==> src/hdl/sse_pkg.sv <==
// Shared request codes, error codes, field widths and token control type for the stack engine.
package sse_pkg;

    // Request codes carried on req_type.
    typedef logic [2:0] req_t;

    localparam req_t REQ_PUSH          = 3'd0;
    localparam req_t REQ_POP           = 3'd1;
    localparam req_t REQ_FIND          = 3'd2;
    localparam req_t REQ_COUNT         = 3'd3;
    localparam req_t REQ_REPLACE_FIRST = 3'd4;
    localparam req_t REQ_REPLACE_ALL   = 3'd5;

    // Error codes carried on error.
    typedef logic [1:0] err_t;

    localparam err_t ERR_NONE  = 2'd0;
    localparam err_t ERR_FULL  = 2'd1;
    localparam err_t ERR_EMPTY = 2'd2;

    // Fixed widths of the result fields.
    localparam int POSITION_W = 4;
    localparam int MATCH_W    = 5;
    localparam int LENGTH_W   = 5;

    // Control part of the search token that walks down the cell chain.
    typedef struct packed {
        logic valid;
        req_t op;
        logic hit;
    } tok_ctl_t;

endpackage

==> src/hdl/sse_cell.sv <==
// One stack cell: holds one entry, shifts on push and pop, and checks the passing search token.
module sse_cell #(
    parameter int DEPTH      = 16,
    parameter int DATA_WIDTH = 32,
    parameter int INDEX      = 0
) (
    input  logic                          clk,
    input  logic                          rst_n,
    input  logic                          shift_push,
    input  logic                          shift_pop,
    input  logic [DATA_WIDTH-1:0]         push_data,
    input  logic [DATA_WIDTH-1:0]         pop_data,
    output logic [DATA_WIDTH-1:0]         entry,
    input  sse_pkg::tok_ctl_t             ctl_in,
    input  logic [DATA_WIDTH-1:0]         key_in,
    input  logic [DATA_WIDTH-1:0]         repl_in,
    input  logic [$clog2(DEPTH+1)-1:0]    len_in,
    input  logic [$clog2(DEPTH)-1:0]      pos_in,
    input  logic [$clog2(DEPTH+1)-1:0]    cnt_in,
    output sse_pkg::tok_ctl_t             ctl_out,
    output logic [DATA_WIDTH-1:0]         key_out,
    output logic [DATA_WIDTH-1:0]         repl_out,
    output logic [$clog2(DEPTH+1)-1:0]    len_out,
    output logic [$clog2(DEPTH)-1:0]      pos_out,
    output logic [$clog2(DEPTH+1)-1:0]    cnt_out
);

    localparam int IDX_W = $clog2(DEPTH);
    localparam int CNT_W = $clog2(DEPTH+1);

    logic [DATA_WIDTH-1:0] entry_reg;
    logic [DATA_WIDTH-1:0] entry_next;
    sse_pkg::tok_ctl_t     ctl_reg;
    sse_pkg::tok_ctl_t     ctl_next;
    logic [DATA_WIDTH-1:0] key_reg;
    logic [DATA_WIDTH-1:0] repl_reg;
    logic [CNT_W-1:0]      len_reg;
    logic [IDX_W-1:0]      pos_reg;
    logic [IDX_W-1:0]      pos_next;
    logic [CNT_W-1:0]      cnt_reg;
    logic [CNT_W-1:0]      cnt_next;
    logic                  live;
    logic                  is_match;
    logic                  take_first;
    logic                  do_repl;

    // The token only looks at this cell when the cell lies within the live length.
    always_comb
    begin
        live       = ctl_in.valid && (CNT_W'(INDEX) < len_in);
        is_match   = live && (entry_reg == key_in);
        take_first = is_match && !ctl_in.hit;
        do_repl    = ((ctl_in.op == sse_pkg::REQ_REPLACE_FIRST) && take_first) ||
                     ((ctl_in.op == sse_pkg::REQ_REPLACE_ALL) && is_match);
    end

    // Token update: remember the first hit and count every hit.
    always_comb
    begin
        ctl_next     = ctl_in;
        ctl_next.hit = ctl_in.hit | is_match;
        pos_next     = take_first ? IDX_W'(INDEX) : pos_in;
        cnt_next     = is_match ? cnt_in + CNT_W'(1) : cnt_in;
    end

    // Entry update: push takes the upper neighbor, pop the lower one, replace the new data.
    always_comb
    begin
        if (shift_push)
        begin
            entry_next = push_data;
        end
        else if (shift_pop)
        begin
            entry_next = pop_data;
        end
        else if (do_repl)
        begin
            entry_next = repl_in;
        end
        else
        begin
            entry_next = entry_reg;
        end
    end

    // Token control register.
    always_ff @(posedge clk or negedge rst_n)
    begin
        if (!rst_n)
        begin
            ctl_reg <= '0;
        end
        else
        begin
            ctl_reg <= ctl_next;
        end
    end

    // Entry and token payload registers.
    always_ff @(posedge clk)
    begin
        entry_reg <= entry_next;
        key_reg   <= key_in;
        repl_reg  <= repl_in;
        len_reg   <= len_in;
        pos_reg   <= pos_next;
        cnt_reg   <= cnt_next;
    end

    assign entry    = entry_reg;
    assign ctl_out  = ctl_reg;
    assign key_out  = key_reg;
    assign repl_out = repl_reg;
    assign len_out  = len_reg;
    assign pos_out  = pos_reg;
    assign cnt_out  = cnt_reg;

endmodule

==> src/hdl/searchable_stack_engine_core.sv <==
// Searchable stack engine top level: request control, cell chain and result register.
//
// A bounded stack of DEPTH entries of DATA_WIDTH bits, position 0 on top.
// Requests arrive on the input channel (in_valid/in_stall) as req_type, value
// and new_value; a beat is taken when in_valid is high and in_stall is low.
// Each request gives exactly one result beat on the output channel
// (out_valid/out_stall) with found, position, match_count, length and error.
// Push and pop shift every cell of the chain together; their result, like
// that of an unused request code, goes to the result register and then to
// the output register. Find, count and the two replace requests send a
// search token down the chain of DEPTH cells, one cell per cycle; their
// result is taken from the token as it leaves the last cell. One request is
// in work at a time, so a new one is accepted only after the last result has
// been handed over to the output register.
// A request may be accepted while the previous result still waits; its own
// result then holds until the output register frees up.
// When the receiver stalls, the result beat holds steady on the outputs.
// Reset empties the stack (length 0) and drops any result in flight.
module searchable_stack_engine_core #(
    parameter int DEPTH      = 16,
    parameter int DATA_WIDTH = 32
) (
    input  logic                         clk,
    input  logic                         rst_n,
    input  logic                         in_valid,
    output logic                         in_stall,
    input  logic [2:0]                   req_type,
    input  logic signed [DATA_WIDTH-1:0] value,
    input  logic signed [DATA_WIDTH-1:0] new_value,
    output logic                         out_valid,
    input  logic                         out_stall,
    output logic                         found,
    output logic [3:0]                   position,
    output logic [4:0]                   match_count,
    output logic [4:0]                   length,
    output logic [1:0]                   error
);

    localparam int IDX_W = $clog2(DEPTH);
    localparam int CNT_W = $clog2(DEPTH+1);
    localparam int POS_W = sse_pkg::POSITION_W;
    localparam int MCH_W = sse_pkg::MATCH_W;
    localparam int LEN_W = sse_pkg::LENGTH_W;

    typedef enum logic [1:0] {
        ST_IDLE,
        ST_WALK,
        ST_DONE
    } state_t;

    state_t            state_reg;
    state_t            state_next;
    logic [CNT_W-1:0]  count_reg;
    logic [CNT_W-1:0]  count_next;
    logic              res_found_reg;
    logic              res_found_next;
    logic [POS_W-1:0]  res_pos_reg;
    logic [POS_W-1:0]  res_pos_next;
    logic [MCH_W-1:0]  res_cnt_reg;
    logic [MCH_W-1:0]  res_cnt_next;
    sse_pkg::err_t     res_err_reg;
    sse_pkg::err_t     res_err_next;
    logic              out_valid_reg;
    logic              out_valid_next;
    logic              out_found_reg;
    logic [POS_W-1:0]  out_pos_reg;
    logic [MCH_W-1:0]  out_cnt_reg;
    logic [LEN_W-1:0]  out_len_reg;
    sse_pkg::err_t     out_err_reg;
    logic              out_load;
    logic              in_take;
    logic              shift_push;
    logic              shift_pop;

    // Chain wiring: element i feeds cell i, element DEPTH leaves the last cell.
    logic [DATA_WIDTH-1:0] entry_w [DEPTH];
    sse_pkg::tok_ctl_t     ctl_w   [DEPTH+1];
    logic [DATA_WIDTH-1:0] key_w   [DEPTH+1];
    logic [DATA_WIDTH-1:0] repl_w  [DEPTH+1];
    logic [CNT_W-1:0]      len_w   [DEPTH+1];
    logic [IDX_W-1:0]      pos_w   [DEPTH+1];
    logic [CNT_W-1:0]      cnt_w   [DEPTH+1];

    assign in_take = in_valid && !in_stall;

    // A search token enters the top cell straight from the accepted request.
    always_comb
    begin
        ctl_w[0].valid = in_take && (req_type == sse_pkg::REQ_FIND ||
                                     req_type == sse_pkg::REQ_COUNT ||
                                     req_type == sse_pkg::REQ_REPLACE_FIRST ||
                                     req_type == sse_pkg::REQ_REPLACE_ALL);
        ctl_w[0].op    = req_type;
        ctl_w[0].hit   = 1'b0;
        key_w[0]       = value;
        repl_w[0]      = new_value;
        len_w[0]       = count_reg;
        pos_w[0]       = '0;
        cnt_w[0]       = '0;
    end

    // The row of cells.
    for (genvar i = 0; i < DEPTH; i++)
    begin : g_cell
        logic [DATA_WIDTH-1:0] push_src;
        logic [DATA_WIDTH-1:0] pop_src;

        if (i == 0)
        begin : g_top
            assign push_src = value;
        end
        else
        begin : g_mid
            assign push_src = entry_w[i-1];
        end

        if (i == DEPTH-1)
        begin : g_bottom
            assign pop_src = entry_w[i];
        end
        else
        begin : g_upper
            assign pop_src = entry_w[i+1];
        end

        sse_cell #(
            .DEPTH      (DEPTH),
            .DATA_WIDTH (DATA_WIDTH),
            .INDEX      (i)
        ) u_cell (
            .clk        (clk),
            .rst_n      (rst_n),
            .shift_push (shift_push),
            .shift_pop  (shift_pop),
            .push_data  (push_src),
            .pop_data   (pop_src),
            .entry      (entry_w[i]),
            .ctl_in     (ctl_w[i]),
            .key_in     (key_w[i]),
            .repl_in    (repl_w[i]),
            .len_in     (len_w[i]),
            .pos_in     (pos_w[i]),
            .cnt_in     (cnt_w[i]),
            .ctl_out    (ctl_w[i+1]),
            .key_out    (key_w[i+1]),
            .repl_out   (repl_w[i+1]),
            .len_out    (len_w[i+1]),
            .pos_out    (pos_w[i+1]),
            .cnt_out    (cnt_w[i+1])
        );
    end

    // Request control: decode in idle, wait for the token, then hand over the result.
    always_comb
    begin
        state_next     = state_reg;
        count_next     = count_reg;
        res_found_next = res_found_reg;
        res_pos_next   = res_pos_reg;
        res_cnt_next   = res_cnt_reg;
        res_err_next   = res_err_reg;
        shift_push     = 1'b0;
        shift_pop      = 1'b0;
        out_load       = 1'b0;

        unique case (state_reg)
            ST_IDLE:
            begin
                if (in_valid)
                begin
                    res_found_next = 1'b0;
                    res_pos_next   = '0;
                    res_cnt_next   = '0;
                    res_err_next   = sse_pkg::ERR_NONE;
                    state_next     = ST_DONE;
                    unique case (req_type) inside
                        sse_pkg::REQ_PUSH:
                        begin
                            if (count_reg == CNT_W'(DEPTH))
                            begin
                                res_err_next = sse_pkg::ERR_FULL;
                            end
                            else
                            begin
                                shift_push = 1'b1;
                                count_next = count_reg + CNT_W'(1);
                            end
                        end
                        sse_pkg::REQ_POP:
                        begin
                            if (count_reg == '0)
                            begin
                                res_err_next = sse_pkg::ERR_EMPTY;
                            end
                            else
                            begin
                                shift_pop  = 1'b1;
                                count_next = count_reg - CNT_W'(1);
                            end
                        end
                        sse_pkg::REQ_FIND, sse_pkg::REQ_COUNT,
                        sse_pkg::REQ_REPLACE_FIRST, sse_pkg::REQ_REPLACE_ALL:
                        begin
                            state_next = ST_WALK;
                        end
                        default:
                        begin
                            state_next = ST_DONE;
                        end
                    endcase
                end
            end
            ST_WALK:
            begin
                if (ctl_w[DEPTH].valid)
                begin
                    res_found_next = (ctl_w[DEPTH].op != sse_pkg::REQ_COUNT) &&
                                     ctl_w[DEPTH].hit;
                    res_pos_next   = (ctl_w[DEPTH].op == sse_pkg::REQ_COUNT) ?
                                     '0 : POS_W'(pos_w[DEPTH]);
                    res_cnt_next   = (ctl_w[DEPTH].op == sse_pkg::REQ_COUNT ||
                                      ctl_w[DEPTH].op == sse_pkg::REQ_REPLACE_ALL) ?
                                     MCH_W'(cnt_w[DEPTH]) : '0;
                    state_next     = ST_DONE;
                end
            end
            ST_DONE:
            begin
                if (!out_valid_reg || !out_stall)
                begin
                    out_load   = 1'b1;
                    state_next = ST_IDLE;
                end
            end
            default:
            begin
                state_next = ST_IDLE;
            end
        endcase

        out_valid_next = out_load || (out_valid_reg && out_stall);
    end

    // State, stack length and result registers.
    always_ff @(posedge clk or negedge rst_n)
    begin
        if (!rst_n)
        begin
            state_reg     <= ST_IDLE;
            count_reg     <= '0;
            res_found_reg <= 1'b0;
            res_pos_reg   <= '0;
            res_cnt_reg   <= '0;
            res_err_reg   <= sse_pkg::ERR_NONE;
            out_valid_reg <= 1'b0;
            out_found_reg <= 1'b0;
            out_pos_reg   <= '0;
            out_cnt_reg   <= '0;
            out_len_reg   <= '0;
            out_err_reg   <= sse_pkg::ERR_NONE;
        end
        else
        begin
            state_reg     <= state_next;
            count_reg     <= count_next;
            res_found_reg <= res_found_next;
            res_pos_reg   <= res_pos_next;
            res_cnt_reg   <= res_cnt_next;
            res_err_reg   <= res_err_next;
            out_valid_reg <= out_valid_next;
            if (out_load)
            begin
                out_found_reg <= res_found_reg;
                out_pos_reg   <= res_pos_reg;
                out_cnt_reg   <= res_cnt_reg;
                out_len_reg   <= LEN_W'(count_reg);
                out_err_reg   <= res_err_reg;
            end
        end
    end

    assign in_stall    = (state_reg != ST_IDLE);
    assign out_valid   = out_valid_reg;
    assign found       = out_found_reg;
    assign position    = out_pos_reg;
    assign match_count = out_cnt_reg;
    assign length      = out_len_reg;
    assign error       = out_err_reg;

endmodule

==> config.mk <==
export PLATFORM = sky130hd
export DESIGN_NAME = searchable_stack_engine_core
export DESIGN_NICKNAME = d
export VERILOG_FILES = /design/src/hdl/sse_pkg.sv /design/src/hdl/sse_cell.sv /design/src/hdl/searchable_stack_engine_core.sv
export SDC_FILE = /design/constraint.sdc
export NUM_CORES = 2
export LEC_CHECK = 0
export BUFFER_PORTS_ARGS = -buffer_cell sky130_fd_sc_hd__buf_2
export CELL_PAD_IN_SITES_DETAIL_PLACEMENT = 1
export CELL_PAD_IN_SITES_GLOBAL_PLACEMENT = 2
export CORE_UTILIZATION = 45
export DETAILED_ROUTE_END_ITERATION = 10
export PLACE_DENSITY_LB_ADDON = 0.12
export SYNTH_ARGS = -nofsm -noshare
export SYNTH_HDL_FRONTEND = slang
export SYNTH_HIERARCHICAL = 1
export SYNTH_SLANG_ARGS = --single-unit
==> constraint.sdc <==
create_clock -name clk -period 6.26 [get_ports clk]
set_input_delay 1.565 -clock clk [delete_from_list [all_inputs] [get_ports clk]]
set_output_delay 1.565 -clock clk [all_outputs]
set_load 0.02 [all_outputs]
==> flow_summary.json <==
{
  "hold_start": "g_cell[10].u_cell/len_out[0]",
  "cp_num_cells": 7,
  "worst-endpoint-required_ns": 6.75,
  "ctsHtreeMaxLevel": 4,
  "clock-sinks": 1804,
  "crit_path_start_kind": "input port",
  "hold_path_class": "reg -> reg",
  "die_h_um": 373,
  "route.detailed.drc": 0,
  "area_growth_pct": 14.3,
  "final_nets": 4987,
  "cts_tree": "yes",
  "hold_viol": 0,
  "finalNonFillerCells": 6851,
  "post_cts_buffers": 0,
  "leakage_nw": 24.8,
  "ant_nets": 0,
  "numCtsBuffers": 184,
  "cts_max_path_buffers": 3,
  "fill_cells": 13458,
  "largest_reg_flops": 512,
  "netlist_area_um2": 61900,
  "layout-drive-gt1-share_pct": 10.4,
  "outcome": "finished, final reports clean",
  "dieArea_um2": 139000,
  "reg2reg_from": "g_cell[1].u_cell/entry[18]",
  "grt_pass1_vias": 36940,
  "vias_per_cell": 5.10,
  "die_x_um": 373,
  "clk_latency_ns": 0.80,
  "worst_slew_pin_slew_ns": 1.13,
  "endpoint": "g_cell[14].u_cell/entry[5]",
  "min_period_over_period_pct": 64.1,
  "core-area_um2": 136000,
  "fin_skew_ns": 0.0262,
  "max_slew_margin_pct": 24.4,
  "wl_mm": 174,
  "ff2ff_setup_slack_ns": 2.43,
  "critPathCaptureType": "flip-flop",
  "rsz0062_at_grt": "false",
  "wl_per_cell_um": 25.4,
  "worstRegToRegCells": 6,
  "irDropWorstVdd_v": 0.000231,
  "ctsResizeCount": 0,
  "hold_buffers": 0,
  "reg2reg_to": "g_cell[1].u_cell/entry[18]",
  "fmax_mhz": 249,
  "row_count": 135,
  "cp_max_fo": 110,
  "critPathLaunch": "in_valid",
  "path_cells": "buf_2 > or3b_1 > or4_1 > a21oi_4 > buf_12 > buf_4 > o21ai_0",
  "syn_area_per_cell_um2": 13.1,
  "setup_viol": 0,
  "root_buffer": "clkbuf_16",
  "path_buf_inv": 3,
  "hpwl_mm": 130,
  "first_pass_iters": 5,
  "grt_pass1_wl_mm": 257,
  "clkTransAtPathRegs_ns": 0.06,
  "critPathKind": "in -> reg",
  "cpPeakStageDelay_ns": 0.81,
  "place.gp.congestion": 0.911,
  "num_vias": 34955,
  "powerDensity_nw_per_um2": 380,
  "grt_max_degree": 186,
  "io_buffers": 89,
  "netlist_instances": 4744,
  "path_delay_family": "buffers and inverters",
  "maxSlewViolCount": 0,
  "critPathSlowestCell": "buf_4",
  "antenna_found_initial": 10,
  "io_pins": 90,
  "dp_cells": 6494,
  "cap_violations": 0,
  "drtIter0Drc": 2067,
  "fin_setup_tns_ns": 0,
  "grt_usage_pct": 25.1,
  "fin_crit_ns": 4.02,
  "crit_arrival_ns": 4.50,
  "yosys_warnings": 6,
  "start_util_pct": 45.5,
  "grt_overflow": 0
}
-- report_power, final --
part           internal (mW)  switching, mW  leakage (nW)
logic                  0.738           1.25          5.68
clock network           6.53           4.54          3.08
registers               13.1          0.749          16.0
total                   20.4           6.54          24.8
-- placed cells by master (no fill, tap or decap), types with 11 or more instances in the layout --
master     count
dfxtp_1     1175
nand2_1      533
o21ai_0      515
mux2i_1      512
edfxtp_1     512
xnor2_1      380
clkbuf_16    200
xor2_1       196
nand4_1      123
dfrtp_1      117
buf_2         88
nor4_1        75
clkbuf_1      53
clkbuf_8      45
nand3_1       34
o21a_1        34
buf_4         32
nand2b_1      31
nor2_1        31
o21bai_1      28
clkinv_2      24
conb_1        22
mux2_2        19
and3_1        19
inv_1         17
ha_1          17
nand3b_1      16
mux2_4        14
buf_12        14
or2b_1        12
a22o_1        11
nor3_1        11
-- per-stage QoR --
stage / hold WS (ns) / setup slack (ns) / utilization [%] / total power, mW / cell area [um^2]
after floorplan: 0.310 / 0.774 / - / 15.0 / 62000
after global placement: 0.313 / 1.62 / 47.5 / 16.0 / 64500
after detailed placement: 0.317 / 1.50 / 47.5 / 16.1 / 64500
after CTS: 0.331 / 2.25 / 52.0 / 27.2 / 70800
after global routing: 0.333 / 2.15 / 52.1 / 27.9 / 70800
final: 0.327 / 2.24 / 52.1 / 26.9 / 70800
-- worst min-delay path by stage --
stage | depth (start not counted) | slack [ns] | to
global route | 0 | 0.33 | g_cell[3].u_cell/len_out[1]
global placement | 0 | 0.31 | g_cell[1].u_cell/len_out[0]
floorplan | 0 | 0.31 | g_cell[11].u_cell/len_out[0]
detailed placement | 0 | 0.32 | g_cell[7].u_cell/len_out[1]
CTS | 0 | 0.33 | g_cell[7].u_cell/len_out[1]
finish | 0 | 0.33 | g_cell[11].u_cell/len_out[0]
-- layout make-up --
cell class / count / area, um^2 / share of cell area (%)
flip-flops and latches: 1804 / 41800 / 59.1
multi-input cells: 2757 / 19500 / 27.5
clock buffers: 298 / 5820 / 8.23
well taps: 1781 / 2230 / 3.15
repair buffers: 135 / 972 / 1.37
clock inverters: 51 / 404 / 0.571
inverters: 17 / 63.8 / 0.0901
diodes: 8 / 20.0 / 0.0283
-- per-layer routing --
| layer | global-route usage, % | share of wire [%] |
|---|---|---|
| met1 | 31.2 | 43 |
| met5 | 0 | 0 |
| met4 | 10.9 | 4.2 |
| met3 | 3.09 | 2.5 |
| met2 | 43.8 | 50 |
No activity file was read; power rests on OpenSTA's default activity.
